<file path="config.mk">
export PLATFORM = sky130hd
export DESIGN_NAME = priority_round_robin_scheduler_unit
export DESIGN_NICKNAME = d
export VERILOG_FILES = /design/src/rtl/prrs_pkg.sv /design/src/rtl/prrs_pool.sv /design/src/rtl/prrs_qtab.sv /design/src/rtl/priority_round_robin_scheduler_unit.sv
export VERILOG_INCLUDE_DIRS = /design/src /design/src/rtl
export SDC_FILE = /design/constraint.sdc
export NUM_CORES = 1
export LEC_CHECK = 0
export BUFFER_PORTS_ARGS = -buffer_cell sky130_fd_sc_hd__buf_4
export CAP_MARGIN = 5
export CORE_MARGIN = 1
export CORE_UTILIZATION = 50
export DETAILED_ROUTE_END_ITERATION = 12
export PLACE_DENSITY = 0.64
export SLEW_MARGIN = 20
export SYNTH_ARGS = -nofsm -noshare
export SYNTH_HDL_FRONTEND = slang
export SYNTH_SLANG_ARGS = --single-unit
</file>
<file path="constraint.sdc">
create_clock -name clk_i -period 11.1 [get_ports clk_i]
set_input_delay 0.555 -clock clk_i [delete_from_list [all_inputs] [get_ports clk_i]]
set_output_delay 0.555 -clock clk_i [all_outputs]
set_load 0.01 [all_outputs]
</file>
<file path="src/rtl/priority_round_robin_scheduler_unit_macros.svh">
// Assertion macros used by the scheduler top level.
`ifndef PRIORITY_ROUND_ROBIN_SCHEDULER_UNIT_MACROS_SVH
`define PRIORITY_ROUND_ROBIN_SCHEDULER_UNIT_MACROS_SVH

// Property checked on every rising edge of clk_i outside reset.
`define PRRS_ASSERT(lbl, prop, msg) \
  lbl: assert property (@(posedge clk_i) disable iff (!rst_ni) prop) \
    else $error(msg);

// Condition that must never be seen outside reset.
`define PRRS_ASSERT_NEVER(lbl, cond, msg) \
  `PRRS_ASSERT(lbl, !(cond), msg)

`endif

</file>
<file path="src/rtl/prrs_pkg.sv">
// Shared constants, codes and word types of the priority round-robin scheduler.
package prrs_pkg;

  localparam int NUM_LEVELS  = 7;
  localparam int POOL_DEPTH  = 32;
  localparam int THREAD_BITS = 8;

  localparam int LVL_W  = (NUM_LEVELS > 1) ? $clog2(NUM_LEVELS) : 1;
  localparam int PTR_W  = $clog2(POOL_DEPTH);
  localparam int LINK_W = PTR_W + 1;
  localparam int CNT_W  = $clog2(POOL_DEPTH + 1);

  localparam int TID_W    = 8;
  localparam int PRIO_W   = 3;
  localparam int STATUS_W = 2;

  // A link at or above the pool depth marks the end of a list.
  localparam logic [LINK_W-1:0] NULL_LINK = LINK_W'(POOL_DEPTH);

  typedef enum logic [0:0] {
    REQ_INSERT   = 1'b0,
    REQ_SCHEDULE = 1'b1
  } req_e;

  typedef enum logic [STATUS_W-1:0] {
    ST_OK    = 2'd0,
    ST_FULL  = 2'd1,
    ST_EMPTY = 2'd2
  } status_e;

  typedef struct packed {
    req_e              req_type;
    logic [TID_W-1:0]  thread_id;
    logic [PRIO_W-1:0] priority_req;
  } req_t;

  typedef struct packed {
    logic [TID_W-1:0] chosen_thread;
    status_e          status;
  } rsp_t;

  typedef struct packed {
    logic [THREAD_BITS-1:0] thread;
    logic [LINK_W-1:0]      next;
  } element_t;

  typedef struct packed {
    logic             ins_en;
    logic [LVL_W-1:0] ins_lvl;
    logic [PTR_W-1:0] ins_slot;
    logic             adv_en;
    logic [LVL_W-1:0] adv_lvl;
    logic [PTR_W-1:0] adv_ptr;
  } qtab_cmd_t;

  typedef struct packed {
    logic [LVL_W-1:0]      top_lvl;
    logic                  top_ne;
    logic                  rd_ne;
    logic [LINK_W-1:0]     rd_head;
    logic [PTR_W-1:0]      rd_cur;
    logic [NUM_LEVELS-1:0] ne;
  } qtab_view_t;

endpackage

</file>
<file path="src/rtl/prrs_pool.sv">
// Element pool memory: thread id and next link per element, one write and one read port.
module prrs_pool import prrs_pkg::*; (
  input  logic             clk_i,
  input  logic             we_i,
  input  logic [PTR_W-1:0] waddr_i,
  input  element_t         wdata_i,
  input  logic [PTR_W-1:0] raddr_i,
  output element_t         rdata_o
);

  element_t pool_mem_q [POOL_DEPTH];
  element_t rdata_q;

  always_ff @(posedge clk_i) begin
    if (we_i) begin
      pool_mem_q[waddr_i] <= wdata_i;
    end
  end

  always_ff @(posedge clk_i) begin
    rdata_q <= pool_mem_q[raddr_i];
  end

  assign rdata_o = rdata_q;

endmodule

</file>
<file path="src/rtl/prrs_qtab.sv">
// Per-level queue table: list head, round-robin position, occupancy and top level.
module prrs_qtab import prrs_pkg::*; (
  input  logic             clk_i,
  input  logic             rst_ni,
  input  logic [LVL_W-1:0] rd_lvl_i,
  input  qtab_cmd_t        cmd_i,
  output qtab_view_t       view_o
);

  logic [LINK_W-1:0]     head_q [NUM_LEVELS];
  logic [PTR_W-1:0]      cur_q  [NUM_LEVELS];
  logic [NUM_LEVELS-1:0] ne_q;
  logic [LVL_W-1:0]      top_q;

  // Levels never drain, so the top level is simply the highest level ever inserted.
  always_ff @(posedge clk_i or negedge rst_ni) begin
    if (!rst_ni) begin
      for (int i = 0; i < NUM_LEVELS; i++) begin
        head_q[i] <= NULL_LINK;
        cur_q[i]  <= '0;
      end
      ne_q  <= '0;
      top_q <= '0;
    end else begin
      if (cmd_i.ins_en) begin
        head_q[cmd_i.ins_lvl] <= {1'b0, cmd_i.ins_slot};
        if (!ne_q[cmd_i.ins_lvl]) begin
          cur_q[cmd_i.ins_lvl] <= cmd_i.ins_slot;
        end
        ne_q[cmd_i.ins_lvl] <= 1'b1;
        if (cmd_i.ins_lvl > top_q) begin
          top_q <= cmd_i.ins_lvl;
        end
      end
      if (cmd_i.adv_en) begin
        cur_q[cmd_i.adv_lvl] <= cmd_i.adv_ptr;
      end
    end
  end

  assign view_o.top_lvl = top_q;
  assign view_o.top_ne  = ne_q[top_q];
  assign view_o.rd_ne   = ne_q[rd_lvl_i];
  assign view_o.rd_head = head_q[rd_lvl_i];
  assign view_o.rd_cur  = cur_q[rd_lvl_i];
  assign view_o.ne      = ne_q;

endmodule

</file>
<file path="src/rtl/priority_round_robin_scheduler_unit.sv">
// Top level of the priority round-robin scheduler: request sequencer and result register.
// An insert's result word is valid on the cycle after acceptance unless the output stalls.
// A schedule reads the pool twice: the current element, then its successor.
// A schedule that finds every level empty answers like an insert.
// Reset empties all levels and the pool at once; pool contents stay unwritten until inserted.
module priority_round_robin_scheduler_unit import prrs_pkg::*; (
  input  logic clk_i,
  input  logic rst_ni,
  input  logic in_valid_i,
  output logic in_stall_o,
  input  req_t in_word_i,
  output logic out_valid_o,
  input  logic out_stall_i,
  output rsp_t out_word_o
);

  `include "priority_round_robin_scheduler_unit_macros.svh"

  localparam logic [1:0] S_IDLE   = 2'd0;
  localparam logic [1:0] S_LINK   = 2'd1;
  localparam logic [1:0] S_THREAD = 2'd2;
  localparam logic [1:0] S_HOLD   = 2'd3;

  logic [1:0]       state_q, state_d;
  logic [LVL_W-1:0] lvl_q, lvl_d;
  logic [CNT_W-1:0] used_q, used_d;
  rsp_t             hold_q;
  rsp_t             out_q;
  logic             out_valid_q;

  logic             accept;
  logic             is_sched;
  logic             full;
  logic             out_free;
  logic [LVL_W-1:0] ins_lvl;
  logic [LVL_W-1:0] rd_lvl;
  logic [PTR_W-1:0] nxt_ptr;
  logic [PTR_W-1:0] raddr;
  logic             pool_we;
  element_t         wdata;
  element_t         rdata;
  qtab_cmd_t        cmd;
  qtab_view_t       view;
  logic             fin_valid;
  rsp_t             fin_rsp;

  assign in_stall_o = (state_q != S_IDLE);
  assign accept     = in_valid_i && !in_stall_o;
  assign is_sched   = (in_word_i.req_type == REQ_SCHEDULE);
  assign full       = (used_q == CNT_W'(POOL_DEPTH));
  assign out_free   = !out_valid_q || !out_stall_i;

  assign ins_lvl = (in_word_i.priority_req >= PRIO_W'(NUM_LEVELS)) ?
                   LVL_W'(NUM_LEVELS - 1) : LVL_W'(in_word_i.priority_req);

  always_comb begin
    if (state_q == S_IDLE) begin
      rd_lvl = is_sched ? view.top_lvl : ins_lvl;
    end else begin
      rd_lvl = lvl_q;
    end
  end

  // Past the end of a list the walk wraps to the head of the level.
  always_comb begin
    if (rdata.next < NULL_LINK) begin
      nxt_ptr = rdata.next[PTR_W-1:0];
    end else if (view.rd_head < NULL_LINK) begin
      nxt_ptr = view.rd_head[PTR_W-1:0];
    end else begin
      nxt_ptr = '0;
    end
  end

  assign wdata.thread = THREAD_BITS'(in_word_i.thread_id);
  assign wdata.next   = view.rd_head;

  always_comb begin
    state_d   = state_q;
    lvl_d     = lvl_q;
    used_d    = used_q;
    raddr     = view.rd_cur;
    pool_we   = 1'b0;
    cmd       = '0;
    fin_valid = 1'b0;
    fin_rsp.chosen_thread = '0;
    fin_rsp.status        = ST_OK;
    case (state_q)
      S_IDLE: begin
        if (accept) begin
          if (is_sched) begin
            if (view.rd_ne) begin
              lvl_d   = view.top_lvl;
              state_d = S_LINK;
            end else begin
              fin_valid      = 1'b1;
              fin_rsp.status = ST_EMPTY;
            end
          end else begin
            fin_valid = 1'b1;
            if (full) begin
              fin_rsp.status = ST_FULL;
            end else begin
              pool_we      = 1'b1;
              cmd.ins_en   = 1'b1;
              cmd.ins_lvl  = ins_lvl;
              cmd.ins_slot = used_q[PTR_W-1:0];
              used_d       = used_q + CNT_W'(1);
            end
          end
        end
      end
      S_LINK: begin
        raddr       = nxt_ptr;
        cmd.adv_en  = 1'b1;
        cmd.adv_lvl = lvl_q;
        cmd.adv_ptr = nxt_ptr;
        state_d     = S_THREAD;
      end
      S_THREAD: begin
        fin_valid             = 1'b1;
        fin_rsp.chosen_thread = TID_W'(rdata.thread);
      end
      S_HOLD: begin
        fin_valid = 1'b1;
        fin_rsp   = hold_q;
      end
      default: begin
        state_d = S_IDLE;
      end
    endcase
    if (fin_valid) begin
      state_d = out_free ? S_IDLE : S_HOLD;
    end
  end

  always_ff @(posedge clk_i or negedge rst_ni) begin
    if (!rst_ni) begin
      state_q     <= S_IDLE;
      lvl_q       <= '0;
      used_q      <= '0;
      out_valid_q <= 1'b0;
    end else begin
      state_q <= state_d;
      lvl_q   <= lvl_d;
      used_q  <= used_d;
      if (fin_valid && out_free) begin
        out_valid_q <= 1'b1;
      end else if (!out_stall_i) begin
        out_valid_q <= 1'b0;
      end
    end
  end

  always_ff @(posedge clk_i) begin
    if (fin_valid && out_free) begin
      out_q <= fin_rsp;
    end
    if (fin_valid && !out_free) begin
      hold_q <= fin_rsp;
    end
  end

  assign out_valid_o = out_valid_q;
  assign out_word_o  = out_q;

  prrs_pool u_pool (
    .clk_i   (clk_i),
    .we_i    (pool_we),
    .waddr_i (used_q[PTR_W-1:0]),
    .wdata_i (wdata),
    .raddr_i (raddr),
    .rdata_o (rdata)
  );

  prrs_qtab u_qtab (
    .clk_i    (clk_i),
    .rst_ni   (rst_ni),
    .rd_lvl_i (rd_lvl),
    .cmd_i    (cmd),
    .view_o   (view)
  );

  `PRRS_ASSERT(a_top_level_occupied, (|view.ne) |-> view.top_ne, "top level is empty while another level holds threads")
  `PRRS_ASSERT(a_walk_on_occupied_level, (state_q == S_LINK) |-> view.rd_ne, "list walk on an empty level")
  `PRRS_ASSERT_NEVER(a_pool_overrun, used_q > CNT_W'(POOL_DEPTH), "pool allocation count beyond depth")
  `PRRS_ASSERT(a_full_insert_no_alloc, (accept && !is_sched && full) |=> $stable(used_q), "insert into a full pool allocated an element")

endmodule

</file>
## Word level (Yosys, flattened, before mapping)

Memory sizes are Yosys's and may differ from the RTL's. A register that Yosys moved wholly into a read port is not among the register bits.
Cells that the tools add are included.

- Add/subtract/negate cells: 1
- Order comparisons: 12
- Eq/ne operators: 8
- Multiplexer cells: 59
- Bitwise logic cells: 6
- Reduce and logical (&&, ||, !) cells: 19

Operators by type and width:

| cell | count |
|---|---|
| two-way mux 35 bit | 3 |
| bitwise mux 35 bit | 2 |
| two-way mux 9 bit | 5 |
| bitwise mux 42 bit | 1 |
| two-way mux 5 bit | 7 |
| demux 5 bit (select 3 bit) | 2 |
| binary-select mux 6 bit (select 3 bit) | 1 |
| demux 6 bit (select 3 bit) | 1 |
| two-way mux 6 bit | 3 |
| two-way mux 2 bit | 8 |
| one-hot mux 8 bit (2 select lines) | 1 |
| binary-select mux 5 bit (select 3 bit) | 1 |
| two-way mux 1 bit | 15 |
| >= comparator 4 bit, second input constant | 3 |
| < comparator 6 bit, second input constant | 2 |
| inverter 3 -> 4 bit | 3 |
| AND reduction 4 bit | 3 |
| two-way mux 3 bit | 3 |
| < comparator 3 x 4 -> 1 bit, second input constant | 2 |
| < comparator 4 x 1 -> 1 bit, second input constant | 2 |
| one-hot mux 2 bit (2 select lines) | 2 |
| OR 7 bit | 1 |
| adder 6 x 1 -> 6 bit, second input constant | 1 |
| binary-select mux 1 bit (select 3 bit) | 2 |
| 20 further kinds | 31 |

- Register bits: 119
- Memory bits (writable): 448
- Input bits: 16
- Logic and storage cells: 130
- Memories kept: 1

Memory list:

| memory | depth | bits a word | rd ports | clocked after memory_dff | wr ports | line | RTL |
|---|---|---|---|---|---|---|---|
| u_pool.pool_mem_q | 32 | 14 | 1 | 1 | 1 | prrs_pool.sv:11 | `element_t pool_mem_q [POOL_DEPTH];` |

## Logic depth before layout (Yosys ltp)

- Word-level depth: 19
- Depth in mapped cells: 18
- Mapped depth without buffers: 14

## By module

From an unflattened synthesis, not the netlist that was laid out.

- Cells, all modules: 1531
- Area total of the unflattened synthesis: 24233.2 µm²

By module, submodules not included:

| module | times used | cells an instance | area each (µm²) |
|---|---|---|---|
| prrs_pool | 1 | 1006 | 18011.0 |
| prrs_qtab | 1 | 378 | 4509.3 |
| priority_round_robin_scheduler_unit | 1 | 147 | 1712.9 |

## Least setup slack after synthesis

No wires, ideal clock.

- Path type: input to register
- Start point: in in_word_i[11] (netlist bit)
- End point: reg, netlist name u_pool.rdata_o[3]
- Arrival time: 3.453 ns
- Data required time: 10.974 ns
- Slack: 7.521 ns
- Stages: 14
- Path buffers: 4
- Path through: buf_6 clkbuf_1 o21a_1 mux2i_1 a211oi_1 a2111o_1 a311oi_4 nor2_1 buf_2 clkbuf_1 a22oi_1 nand2_1 a221oi_1 nor4_2

RTL lines:

| item | line | RTL |
|---|---|---|
| from (decl) | priority_round_robin_scheduler_unit.sv:11 | `input req_t in_word_i,` |

==> flow_summary.ini <==
[route]
route.detailed.drc = 0
drt_iter0_drc = 1549
wire_per_inst_um = 26.6
via_count = 14014
ant_nets = 0
routed_via_density = 6.26
first_pass_iters = 5
wl_um = 59400

[global_route]
grt_max_degree = 76
overflow = 0
track_usage_pct = 25.3
grt_use_met1_pct = 34.9
met3_usage_pct = 3.26
grt_use_met2_pct = 42.2
grt_pass1_vias = 13728
grt_pass1_wl_um = 88300
grt_busiest_layer = met2
antenna_found_initial = 0

[sta]
fin_crit_ns = 5.82
tightest_slew_ns = 1.17
finClkSkew_ns = 0.0282
slew_viol_final = 0
rsz0062_at_grt = false
max_clock_freq_ghz = 0.172
final.period_utilization_pct = 52.5
max_slew_margin_pct = 22.1
hold_viol_final = 0
setup_viol = 0
fin_setup_tns_ns = 0

[synth]
ys_types = 75
synth-seq-cells = 581
synth-edff-count = 468
synthMuxAreaShare_pct = 3.59
syn_inst = 1580
synth_nets = 1607
synth_xor_area_share_pct = 0.150
ys_seq_area_share_pct = 72.2
yosys.area_share.adder_pct = 0.591
synth_ff_type = edfxtp_1
synth_top_family_by_area = compound AO/OA/AOI/OAI gates
netlist_area_um2 = 23300
synth_compound_gate_area_share_pct = 12.7
avgSynthCellArea_um2 = 14.7
yosysTopAreaCellShare_pct = 60.3
ys_top_cells_by_area = edfxtp_1 60%, dfrtp_1 9.9%, a22oi_1 6.3%
async_flop_share_pct = 17.0
synth_top_cell_by_area = edfxtp_1
yosysWarnings = 0
synthSimpleGateAreaFrac_pct = 8.50

[critical_path]
cp_data_arrival_time_ns = 6.36
crit_end = u_pool.rdata_o[13]
r2r-start = state_q[0]
worstPathMaxFanout = 58
required_ns = 11.64
criticalPathCategory = register to register
r2r_slack_ns = 5.28
ff2ff_path_depth = 17
crit_path_start = state_q[0]
end_kind = register
cp-start-kind = register
r2r-end = u_pool.rdata_o[13]

[final_layout]
drive_gt1_share_pct = 12.7
register_area_um2 = 16800
mostFrequentLayoutCells = 468 x edfxtp_1, 195 x a22oi_1, 136 x nand2_1
syn_to_final_growth_pct = 11.3
final_nets = 1623
post-route-util_pct = 56.7
multi_input_area_um2 = 6020
antennaDiodeCount = 0
final_common_cell = edfxtp_1
final_area_um2 = 25900
instances_no_fill = 2238
fillCellCount = 3592

[run]
cap_viol_max_count = 0

[cts]
insertion_delay_ns = 0.64
root_buffer = clkbuf_16
cts-buffers-inserted = 57
cts.sinks = 581
cts_setup_buffers = 0
htreeDepth = 2
clkTransAtPathRegs_ns = 0.06
cts_tree = done
clock_path_buffers = 3

[power]
p_total_mw = 8.03
powerDensity_nw_per_um2 = 310
leakage_nw = 8.82
vdd_ir_drop_max_mv = 0.278

[floorplanning]
die_y_um = 218
start_util_pct = 51.0
rows = 78
die_x_um = 218
io_pins = 28
die_area_um2 = 47400
coreArea_um2 = 45700

[placement]
routabilityCongestion = 0.882
port_buffers = 27
dpl_cell_area_um2 = 24000
dp_hpwl_um = 34900
dpl.cell_count = 2135

[worst_hold_path]
hp-class = primary input to register
min-delay-start = out_stall_i

[run_status]
status = completed
[logic make-up (layout without fill, tap and decap cells)]
family                     count (synthesis)  after routing
DFF                                      581            581
and+or+nand+nor                          399            399
buffers and inverters                    112            170
muxes                                     80             80
xor gates and xnor gates                   4              4
adders and majority gates                 11             11
AOI/OAI and AO/OA                        393            393
[worst min path at each step]
stage	endpoint	slack (ns)	depth (start not counted)
2_1_floorplan	lvl_q[0]	0.26	0
5_1_grt	out_valid_o	0.20	3
4_1_cts	out_valid_o	0.18	3
3_3_place_gp	u_qtab.head_q[30]	0.46	2
6_report	out_valid_o	0.20	3
3_5_place_dp	u_qtab.head_q[30]	0.46	2
[worst max-delay path, cell delays in order (launching register included)]
cell,delay (ns)
dfrtp_1,0.40
inv_1,0.11
ha_1,0.16
buf_4,0.29
nor2_1,0.14
a21oi_4,0.12
buf_4,0.43
mux2i_1,0.39
a2bb2oi_2,0.29
and2_4,0.23
inv_2,0.22
o311ai_1,0.71
and2_4,0.72
buf_4,0.70
a22oi_1,0.20
a22oi_1,0.25
nand3_1,0.11
nor4_1,0.17
[report_power, final]
part           internal (mW)  switching (mW)
Clock                   1.07           0.831
Sequential              2.65           0.136
Combinational           1.07            2.26
Total                   4.79            3.23
[timing repair]
item | 4_1_cts | 5_1_grt
endpoints found under the hold margin | 30 | 0
hold buffers | 1 | 0
gates resized for setup | 0 | 0
[cell type report]
cell class,instances,share of cell area (%)
tap,600,2.90
timing repair buffer,52,1.67
sequential,581,64.9
clock inverter,26,1.10
inverter,17,0.246
clock buffer,75,5.96
multi-input combinational,887,23.2
[sequential cells by signal, summed over array words and instances (netlist names)]
name	cells
hold_q	10
lvl_q	3
out_valid_o	1
out_word_o	10
state_q	2
u_pool.pool_mem_q	448
u_pool.rdata_o	14
u_qtab.cur_q	35
u_qtab.head_q	42
u_qtab.ne_q	7
u_qtab.top_q	3
used_q	6
[synth_stat cells (5+ instances only)]
cell type	count
o21ai_0	53
a31oi_1	7
a221oi_1	42
mux2i_1	63
nor2_1	64
nor2b_1	5
a211oi_1	10
buf_4	9
dfstp_2	7
and3_1	17
nor4_2	12
and2_1	27
dfrtp_1	92
mux2_2	14
nand2_1	136
nor4_1	6
o21ai_1	5
a21oi_1	22
nand2b_1	16
a22oi_1	195
clkbuf_1	37
ha_1	11
nand3_1	81
edfxtp_1	468
or2_2	7
dfxtp_1	14
nor3_1	8
a22o_1	9
buf_2	41
inv_1	16
[stage by stage]
step | worst slack, ns | hold WS, ns
5_1_grt | 4.87 | 0.200
6_report | 5.28 | 0.197
4_1_cts | 4.94 | 0.175
3_5_place_dp | 4.96 | 0.465
2_1_floorplan | 7.52 | 0.259
3_3_place_gp | 5.23 | 0.458
[routing by layer]
metal / vias to the layer above / part of all wire, % / wire length [µm]
li1: 6251 / - / -
met1: 7185 / 43 / 25300
met2: 502 / 49 / 29200
met3: 76 / 6.0 / 3550
met4: 0 / 2.3 / 1360
met5: - / 0 / 0
No activity file was read; power rests on OpenSTA's default activity.
